## src/hdl/rpyu_pkg.sv

```systemverilog
// Package for the RGB to packed YUV converter with vertical pixel doubling.
// Holds field widths, BT.601 coefficients in thousandths and the scaling helpers.
// No dependencies; used by rgb_to_packed_yuv_upscale.
`default_nettype none

package rpyu_pkg;

    // Field widths of the streams and the configuration port.
    localparam int ADDR_W     = 22;
    localparam int DATA_W     = 32;
    localparam int PIXEL_W    = 32;
    localparam int CFG_IDX_W  = 2;
    localparam int CFG_DATA_W = 12;
    localparam int LP_REG_W   = 11;
    localparam int IW_REG_W   = 12;

    // Default sizes handed to the top level.
    localparam int DEF_MAX_LINE_PIXELS = 1024;
    localparam int DEF_MAX_LINES       = 1024;
    localparam int DEF_MAX_IMAGE_WIDTH = 2048;

    // Reset values of the configuration registers.
    localparam logic [LP_REG_W-1:0] LINE_PIXELS_RST = LP_REG_W'(1024);
    localparam logic [IW_REG_W-1:0] IMAGE_WIDTH_RST = IW_REG_W'(2048);

    // Configuration register indexes.
    localparam logic [CFG_IDX_W-1:0] CFG_INPUT_FORMAT  = 2'd0;
    localparam logic [CFG_IDX_W-1:0] CFG_PACKING_ORDER = 2'd1;
    localparam logic [CFG_IDX_W-1:0] CFG_LINE_PIXELS   = 2'd2;
    localparam logic [CFG_IDX_W-1:0] CFG_IMAGE_WIDTH   = 2'd3;

    // Input format and packing order codes.
    localparam logic FMT_RGB565   = 1'b0;
    localparam logic FMT_ARGB8888 = 1'b1;
    localparam logic PACK_YUY2    = 1'b0;
    localparam logic PACK_UYVY    = 1'b1;

    // BT.601 coefficients, scaled by 1000.
    localparam int Y_R = 257;
    localparam int Y_G = 504;
    localparam int Y_B = 98;
    localparam int Y_OFS = 16000;
    localparam int U_R = -148;
    localparam int U_G = -291;
    localparam int U_B = 439;
    localparam int V_R = 439;
    localparam int V_G = -368;
    localparam int V_B = -71;
    localparam int UV_OFS = 128000;

    // Width of a scaled channel sum, with a sign bit.
    localparam int SUM_W = 20;

    // Sums at or above this value clamp to 255.
    localparam int SCALE_LIMIT = 256000;

    // ceil(2^28 / 1000): exact floor division by 1000 for sums below SCALE_LIMIT.
    localparam int RECIP_SHIFT = 28;
    localparam logic [18:0] RECIP_1000 = 19'd268436;

    // Floor a scaled sum to a channel value in 0..255.
    function automatic logic [7:0] clamp_scaled(input logic signed [SUM_W-1:0] s);
        logic [36:0] prod;
        logic [7:0]  q;
        prod = 37'(s[17:0]) * 37'(RECIP_1000);
        if (s < 0) begin
            q = 8'h00;
        end else if (s >= SUM_W'(SCALE_LIMIT)) begin
            q = 8'hff;
        end else begin
            q = prod[RECIP_SHIFT+7:RECIP_SHIFT];
        end
        return q;
    endfunction

    // Pack one pixel into a 4-byte word, lowest address byte first.
    function automatic logic [DATA_W-1:0] pack_word(input logic [7:0] y,
                                                    input logic [7:0] u,
                                                    input logic [7:0] v,
                                                    input logic       order);
        logic [DATA_W-1:0] w;
        if (order == PACK_UYVY) begin
            w = {y, v, y, u};
        end else begin
            w = {v, y, u, y};
        end
        return w;
    endfunction

endpackage

`default_nettype wire

```

## src/hdl/rgb_to_packed_yuv_upscale.sv

```systemverilog
// RGB565 / ARGB8888 to packed YUY2 or UYVY converter with 2x vertical copy.
// Three register stages: input capture, channel sums and address, output words.
// Depends on rpyu_pkg.
//
// Each accepted pixel item produces two result items: the packed word for the upper row
// (tlast low) and the same word for the lower row, half an image width further on
// (tlast high), both on the single result port; the first word leaves from the output
// register after the input capture and sum stages. tuser marks the first pixel of a
// frame and clears the column and row counters before that pixel. The row counter stops
// at the last row, so extra lines overwrite it. The user must write the configuration
// only while the block is empty; the block itself does not enforce this.
`default_nettype none

module rgb_to_packed_yuv_upscale #(
    parameter int MAX_LINE_PIXELS = rpyu_pkg::DEF_MAX_LINE_PIXELS,
    parameter int MAX_LINES       = rpyu_pkg::DEF_MAX_LINES,
    parameter int MAX_IMAGE_WIDTH = rpyu_pkg::DEF_MAX_IMAGE_WIDTH
) (
    input  wire logic                                i_clk,
    input  wire logic                                i_rst_n,
    // Configuration write port.
    input  wire logic                                i_cfg_we,
    input  wire logic [rpyu_pkg::CFG_IDX_W-1:0]      i_cfg_index,
    input  wire logic [rpyu_pkg::CFG_DATA_W-1:0]     i_cfg_data,
    // Pixel items.
    input  wire logic                                s_axis_tvalid,
    output logic                                     s_axis_tready,
    input  wire logic [rpyu_pkg::PIXEL_W-1:0]        s_axis_tdata,  // [31:0] pixel
    input  wire logic                                s_axis_tuser,  // [0] frame_start
    // Packed word items.
    output logic                                     m_axis_tvalid,
    input  wire logic                                m_axis_tready,
    output logic [55:0]                              m_axis_tdata,  // [21:0] word_address,
                                                                    // [53:22] word_data,
                                                                    // [55:54] zero
    output logic                                     m_axis_tlast   // last (lower-row copy)
);

    localparam int COL_W = $clog2(MAX_LINE_PIXELS);
    localparam int ROW_W = $clog2(MAX_LINES);
    localparam int LEN_W = (COL_W + 1 > rpyu_pkg::LP_REG_W) ? COL_W + 1 : rpyu_pkg::LP_REG_W;
    localparam int WID_W = ($clog2(MAX_IMAGE_WIDTH + 1) > rpyu_pkg::IW_REG_W)
                           ? $clog2(MAX_IMAGE_WIDTH + 1) : rpyu_pkg::IW_REG_W;
    localparam int AW    = rpyu_pkg::ADDR_W;
    localparam int DW    = rpyu_pkg::DATA_W;
    localparam int SW    = rpyu_pkg::SUM_W;

    // Configuration registers.
    logic                              r_input_format;
    logic                              r_packing_order;
    logic [rpyu_pkg::LP_REG_W-1:0]     r_line_pixels;
    logic [rpyu_pkg::IW_REG_W-1:0]     r_image_width;

    // Position counters.
    logic [COL_W-1:0] r_col;
    logic [ROW_W-1:0] r_row;

    // Stage 1: captured pixel and position.
    logic             r_s1_valid;
    logic [15:0]      r_s1_p565;
    logic [COL_W-1:0] r_s1_col;
    logic [ROW_W-1:0] r_s1_row;

    // Stage 2: channel sums and addresses.
    logic                 r_s2_valid;
    logic signed [SW-1:0] r_s2_ysum;
    logic signed [SW-1:0] r_s2_usum;
    logic signed [SW-1:0] r_s2_vsum;
    logic [AW-1:0]        r_s2_base;
    logic [AW-1:0]        r_s2_half;

    // Output stage: one packed word, sent twice.
    logic          r_o_valid;
    logic          r_beat;
    logic [DW-1:0] r_o_data;
    logic [AW-1:0] r_o_addr;
    logic [AW-1:0] r_o_addr_hi;

    logic                 w_accept;
    logic                 w_out_free;
    logic                 w_s2_free;
    logic                 w_s1_free;
    logic [COL_W-1:0]     w_col_base;
    logic [ROW_W-1:0]     w_row_base;
    logic [COL_W:0]       w_col_inc;
    logic [LEN_W-1:0]     w_linelen;
    logic [COL_W-1:0]     n_col;
    logic [ROW_W-1:0]     n_row;
    logic [15:0]          w_p565;
    logic [WID_W-1:0]     w_width;
    logic [7:0]           w_r8;
    logic [7:0]           w_g8;
    logic [7:0]           w_b8;
    logic signed [SW-1:0] n_ysum;
    logic signed [SW-1:0] n_usum;
    logic signed [SW-1:0] n_vsum;

    // Handshake: each stage loads when it is empty or is emptied in this cycle.
    assign w_out_free    = !r_o_valid || (m_axis_tready && r_beat);
    assign w_s2_free     = !r_s2_valid || w_out_free;
    assign w_s1_free     = !r_s1_valid || w_s2_free;
    assign s_axis_tready = w_s1_free;
    assign w_accept      = s_axis_tvalid && s_axis_tready;

    // Configuration writes.
    always_ff @(posedge i_clk) begin
        if (!i_rst_n) begin
            r_input_format  <= rpyu_pkg::FMT_RGB565;
            r_packing_order <= rpyu_pkg::PACK_YUY2;
            r_line_pixels   <= rpyu_pkg::LINE_PIXELS_RST;
            r_image_width   <= rpyu_pkg::IMAGE_WIDTH_RST;
        end else if (i_cfg_we) begin
            case (i_cfg_index)
                rpyu_pkg::CFG_INPUT_FORMAT:  r_input_format  <= i_cfg_data[0];
                rpyu_pkg::CFG_PACKING_ORDER: r_packing_order <= i_cfg_data[0];
                rpyu_pkg::CFG_LINE_PIXELS:
                    r_line_pixels <= i_cfg_data[rpyu_pkg::LP_REG_W-1:0];
                rpyu_pkg::CFG_IMAGE_WIDTH:
                    r_image_width <= i_cfg_data[rpyu_pkg::IW_REG_W-1:0];
                default: ;
            endcase
        end
    end

    // Effective line length: zero acts as one, and it never exceeds the maximum.
    always_comb begin
        if (r_line_pixels == '0) begin
            w_linelen = LEN_W'(1);
        end else if (LEN_W'(r_line_pixels) > LEN_W'(MAX_LINE_PIXELS)) begin
            w_linelen = LEN_W'(MAX_LINE_PIXELS);
        end else begin
            w_linelen = LEN_W'(r_line_pixels);
        end
    end

    // Position of the incoming pixel and the next counter values.
    always_comb begin
        w_col_base = s_axis_tuser ? '0 : r_col;
        w_row_base = s_axis_tuser ? '0 : r_row;
        w_col_inc  = {1'b0, w_col_base} + 1'b1;
        n_col      = w_col_base + 1'b1;
        n_row      = w_row_base;
        if (LEN_W'(w_col_inc) >= w_linelen) begin
            n_col = '0;
            if (w_row_base < ROW_W'(MAX_LINES - 1)) begin
                n_row = w_row_base + 1'b1;
            end
        end
    end

    // Reduce ARGB8888 to RGB565 by keeping the top bits of each channel.
    always_comb begin
        if (r_input_format == rpyu_pkg::FMT_ARGB8888) begin
            w_p565 = {s_axis_tdata[23:19], s_axis_tdata[15:10], s_axis_tdata[7:3]};
        end else begin
            w_p565 = s_axis_tdata[15:0];
        end
    end

    // Counters advance on every accepted item.
    always_ff @(posedge i_clk) begin
        if (!i_rst_n) begin
            r_col <= '0;
            r_row <= '0;
        end else if (w_accept) begin
            r_col <= n_col;
            r_row <= n_row;
        end
    end

    // Stage valid bits.
    always_ff @(posedge i_clk) begin
        if (!i_rst_n) begin
            r_s1_valid <= 1'b0;
            r_s2_valid <= 1'b0;
            r_o_valid  <= 1'b0;
            r_beat     <= 1'b0;
        end else begin
            if (w_s1_free) begin
                r_s1_valid <= s_axis_tvalid;
            end
            if (w_s2_free) begin
                r_s2_valid <= r_s1_valid;
            end
            if (w_out_free) begin
                r_o_valid <= r_s2_valid;
                r_beat    <= 1'b0;
            end else if (m_axis_tready) begin
                r_beat <= 1'b1;
            end
        end
    end

    // Stage 1 capture.
    always_ff @(posedge i_clk) begin
        if (w_accept) begin
            r_s1_p565 <= w_p565;
            r_s1_col  <= w_col_base;
            r_s1_row  <= w_row_base;
        end
    end

    // Widen channels to 8 bits by bit replication and form the scaled sums.
    always_comb begin
        w_r8   = {r_s1_p565[15:11], r_s1_p565[15:13]};
        w_g8   = {r_s1_p565[10:5], r_s1_p565[10:9]};
        w_b8   = {r_s1_p565[4:0], r_s1_p565[4:2]};
        n_ysum = SW'(rpyu_pkg::Y_R * int'(w_r8) + rpyu_pkg::Y_G * int'(w_g8)
                     + rpyu_pkg::Y_B * int'(w_b8) + rpyu_pkg::Y_OFS);
        n_usum = SW'(rpyu_pkg::U_R * int'(w_r8) + rpyu_pkg::U_G * int'(w_g8)
                     + rpyu_pkg::U_B * int'(w_b8) + rpyu_pkg::UV_OFS);
        n_vsum = SW'(rpyu_pkg::V_R * int'(w_r8) + rpyu_pkg::V_G * int'(w_g8)
                     + rpyu_pkg::V_B * int'(w_b8) + rpyu_pkg::UV_OFS);
    end

    // Row stride, limited to the largest supported width.
    always_comb begin
        if (WID_W'(r_image_width) > WID_W'(MAX_IMAGE_WIDTH)) begin
            w_width = WID_W'(MAX_IMAGE_WIDTH);
        end else begin
            w_width = WID_W'(r_image_width);
        end
    end

    // Stage 2: sums and upper-row address.
    always_ff @(posedge i_clk) begin
        if (w_s2_free && r_s1_valid) begin
            r_s2_ysum <= n_ysum;
            r_s2_usum <= n_usum;
            r_s2_vsum <= n_vsum;
            r_s2_base <= AW'(32'(r_s1_row) * 32'(w_width)) + AW'(r_s1_col);
            r_s2_half <= AW'(w_width >> 1);
        end
    end

    // Output stage: the lower-row address replaces the upper one after the first word.
    always_ff @(posedge i_clk) begin
        if (w_out_free) begin
            if (r_s2_valid) begin
                r_o_data    <= rpyu_pkg::pack_word(rpyu_pkg::clamp_scaled(r_s2_ysum),
                                                   rpyu_pkg::clamp_scaled(r_s2_usum),
                                                   rpyu_pkg::clamp_scaled(r_s2_vsum),
                                                   r_packing_order);
                r_o_addr    <= r_s2_base;
                r_o_addr_hi <= r_s2_base + r_s2_half;
            end
        end else if (m_axis_tready) begin
            r_o_addr <= r_o_addr_hi;
        end
    end

    assign m_axis_tvalid = r_o_valid;
    assign m_axis_tlast  = r_beat;
    assign m_axis_tdata  = {2'b00, r_o_data, r_o_addr};

    // The upper-row word is always followed by its lower-row copy.
    a_pair_follows: assert property (@(posedge i_clk) disable iff (!i_rst_n)
        m_axis_tvalid && m_axis_tready && !m_axis_tlast |=> m_axis_tvalid && m_axis_tlast)
        else $error("lower-row copy did not follow the upper-row word");

    // Both copies carry the same packed word.
    a_pair_data: assert property (@(posedge i_clk) disable iff (!i_rst_n)
        m_axis_tvalid && m_axis_tready && !m_axis_tlast
        |=> m_axis_tdata[53:22] == $past(m_axis_tdata[53:22]))
        else $error("packed word changed between the two copies");

    // Input stalls only when results are waiting downstream.
    a_stall_cause: assert property (@(posedge i_clk) disable iff (!i_rst_n)
        !s_axis_tready |-> m_axis_tvalid)
        else $error("input stalled with no result pending");

    // Counters stay inside the image.
    a_row_range: assert property (@(posedge i_clk) disable iff (!i_rst_n)
        (32'(r_row) <= MAX_LINES - 1) && (32'(r_col) < MAX_LINE_PIXELS))
        else $error("position counter out of range");

endmodule

`default_nettype wire

```

## config.mk

```make
export PLATFORM = sky130hd
export DESIGN_NAME = rgb_to_packed_yuv_upscale
export DESIGN_NICKNAME = d
export VERILOG_FILES = /design/src/hdl/rpyu_pkg.sv /design/src/hdl/rgb_to_packed_yuv_upscale.sv
export SDC_FILE = /design/constraint.sdc
export NUM_CORES = 2
export LEC_CHECK = 0
export BUFFER_PORTS_ARGS = -buffer_cell sky130_fd_sc_hd__buf_2
export CAP_MARGIN = 20
export CORE_UTILIZATION = 38
export CTS_BUF_LIST = sky130_fd_sc_hd__clkbuf_8
export CTS_CLUSTER_SIZE = 28
export DETAILED_ROUTE_END_ITERATION = 16
export HOLD_SLACK_MARGIN = 0.05
export PLACE_DENSITY_LB_ADDON = 0.05
export SKIP_LAST_GASP = 1
export SLEW_MARGIN = 40
export SYNTH_ARGS = -nofsm -noshare
export SYNTH_HDL_FRONTEND = slang
export SYNTH_SLANG_ARGS = --single-unit
```

## constraint.sdc

```tcl
create_clock -name i_clk -period 20.4 [get_ports i_clk]
set_input_delay 4.08 -clock i_clk [delete_from_list [all_inputs] [get_ports i_clk]]
set_output_delay 4.08 -clock i_clk [all_outputs]
set_load 0.05 [all_outputs]
```

==> results.md <==
* Status: completed
* Final Hold Viols at 0
* Worst path max stage delay at 480 ps
* Critical Path, Cell by Cell: buf_2, a21boi_4, nand3_1, buf_2
* Syn_area_per_cell at 10.14 sq um
* Routed length on met3 at 2.900 mm
* Reg2reg setup slack at 11640 ps
* Post-synth ARST share at 0%
* Final nets at 5385
* Horiz. Die Dim at 322.4 microns
* Period minus WS final at 9315 ps
* Crit path arrival time at 5230 ps
* Port Buffers at 97
* Hold Worst Slack at 448.3 ps
* Initial antenna violation count at 2
* Finished Layout Cells at 5384
* Worst hold path class: register to register
* Initial DRT Pass Iterations at 5
* Top Metal Used: met4
* Residual DRC count at 0
* Largest net degree at the start of global routing at 60
* Final ANT Viol Nets at 0
* Worst path slowest cell: a21boi_4
* Complex-gate fraction of the synthesized area at 7.718%
* Via/cell ratio at 4.758
* WL met2 at 40.09 mm
* YS warnings at 0
* Placed Cells at 5291
* Simple-gate area share of the yosys netlist at 7.545%
* Most frequent cells in the layout: ha_1 (905), inv_1 (899), fa_1 (453), nand2_1 (218), edfxtp_1 (204)
* Critical Path Most Common Cell: buf_2
* Combinational family with the most area after synthesis: adder cells
* Commonest non-fill, non-tap cell in the layout: ha_1
* Routed WL per cell at 17.43 microns
* CP Launch Type: input pin
* Seq/Total Area, Yosys at 18.22%
* Total grt overflow at 0
* HPWL after detailed placement at 77.79 mm
* Number of global-route vias before repair at 27120
* Overall die height at 322.4 microns
* Number of setup violations in the final report at 0
* # rows at 117
* Worst Slack Setup Final at 11090 ps
* CP top delay family: compound AO/OA/AOI/OAI gates
* Starting Density at 38.34%
* Global-route wire length before repair at 151.2 mm
* Core area at 101700 sq um
* Post-CTS resize count at 0
* Syn-to-layout area delta at 8.616%
* Routed vias at 25620
* CTS Buf Count at 50
* Clk buf depth at 3
* CP endpoint kind: output port
* Synth unique cells at 78
* Die footprint at 103900 sq um
* I/O pin total at 111
* First DRT Iteration DRCs at 1077
* RSZ-0062 raised after global routing: false
* Synth Flop Type: edfxtp_1
* Critical path fanouts, max at 14
* Max_slew headroom at 45.77%
* Max Cap Viol at 0
* F_max at 0.1074 GHz
* Tcrit/Tclk final at 45.66%
* Mapped cell area at 39000 sq um
* Fraction of layout cells with a size suffix above 1 at 6.874%
* Required @ worst endpoint at 16320 ps
* Pre-CTS setup slack at 11050 ps
* CTS H-Tree Depth at 2
* Gpl congestion at 0.7978
* Post-synthesis mux area share at 1.229%
* Worst slew pin tran at 811.8 ps
* Clk Latency, worst-skew pair at 680 ps
* Clock Sink Count at 253
* Yosys reg bits at 253
* WS Path Type: input pin to output port
* Pins Over Slew Limit at 0
* EDFF count, synth at 204
* M1 wire length at 49.08 mm
* WL final at 93.84 mm
* Clk slew on worst S/H paths at 60 ps
* XOR/XNOR Fraction of Synth Area at 3.862%
* Synth Instances at 3846
* Hold buffer count at CTS at 0
* CTS tree: yes
* Total global routing track utilization at 18.88%
* Final setup skew at 38.34 ps
* Worst path bufs/invs at 2
* Setup Fix Bufs, Post-CTS at 0
* Final setup TNS at 0 ps
* Fraction of the mapped netlist area in adder cells at 52.28%
* Root buf cell: clkbuf_8
[flip-flops by register name (all words and copies together), names as in the netlist, 12 cells and up]
name	cells
r_image_width	12
r_o_addr	22
r_o_addr_hi	22
r_o_data	32
r_s1_p565	16
r_s2_base	22
r_s2_usum	20
r_s2_vsum	20
r_s2_ysum	19
[metal layers]
metal	up-vias	track usage (%)
met1	12390	28.11
met4	0	4.180
met2	309	29.19
met3	70	2.116
li1	12850	-
met5	-	0
[final timing paths]
kind                                          to  cells after the start              from
worst max-delay path               s_axis_tready                      4     m_axis_tready
worst min-delay path            r_image_width[6]                      2  r_image_width[6]
worst max register to register     r_s2_usum[19]                     29      r_s1_p565[2]
worst min register to register  r_image_width[6]                      2  r_image_width[6]
[logic make-up (layout without fill, tap and decap cells)]
group                    count (synthesis)  count (layout)
AND/OR/NAND/NOR                        614             614
XOR/XNOR                               172             172
flip-flops                             253             253
other                                    1               3
adder cells (fa/ha/maj)               1358            1358
AO/OA/AOI/OAI                          458             458
multiplexers                            43              43
buffers and inverters                  947            1115
[synthesized netlist by cell type (9+ instances only)]
cell      instances  area [sq um]
o31a_1            9         78.83
nand2b_1         15         93.84
nand3_1          49         245.2
ha_1            905         11320
nand4_1          15         93.84
fa_1            453          9069
o21ai_0          61         305.3
o21ai_1          12         60.06
a21o_1           44         330.3
and3_1           22         137.6
nor3_1           37         185.2
o21bai_1         29         217.7
o21a_1           21         157.7
inv_1           893          3352
or2_2            10         62.56
dfxtp_1          49         980.9
o41ai_1           9         78.83
nor2_1          113         424.2
edfxtp_1        204          6126
a21oi_1         165         825.8
o31ai_1          11         82.58
or3_1            10         62.56
clkbuf_1         48         180.2
nor2b_1          48         300.3
nand2_1         218         818.3
xor2_1           46         402.9
and2_1           54         337.8
xnor2_1         126          1104
mux2_2           39         439.2
a211oi_1         15         112.6
[cell type report]
class	count	area (sq um)
antenna	1	2.502
clock buffer	50	688.2
clock inverter	42	380.4
fill	10090	59380
inverter	894	3356
multi-input combinational	2647	28380
sequential	253	7107
tap	1368	1712
timing repair buffer	129	737.0
[worst register-to-register path, delay by kind of cell, from the launching register on]
family                     cells  cell delay, ps
adders and majority gates     10            4370
AOI/OAI and AO/OA              8            1870
buffers and inverters          6            1150
xor gates and xnor gates       2             380
and+or+nand+nor                3             370
DFF                            1             330
[through the flow]
stage,util (%),area (sq um)
2_1_floorplan,-,39010
3_3_place_gp,40.56,41260
3_5_place_dp,40.58,41290
4_1_cts,41.63,42360
6_report,41.64,42370
5_1_grt,41.64,42370
Power is left out: the tool's default activity adds up to more than one toggle a clock period on the data nets, which glitch-free logic cannot reach.
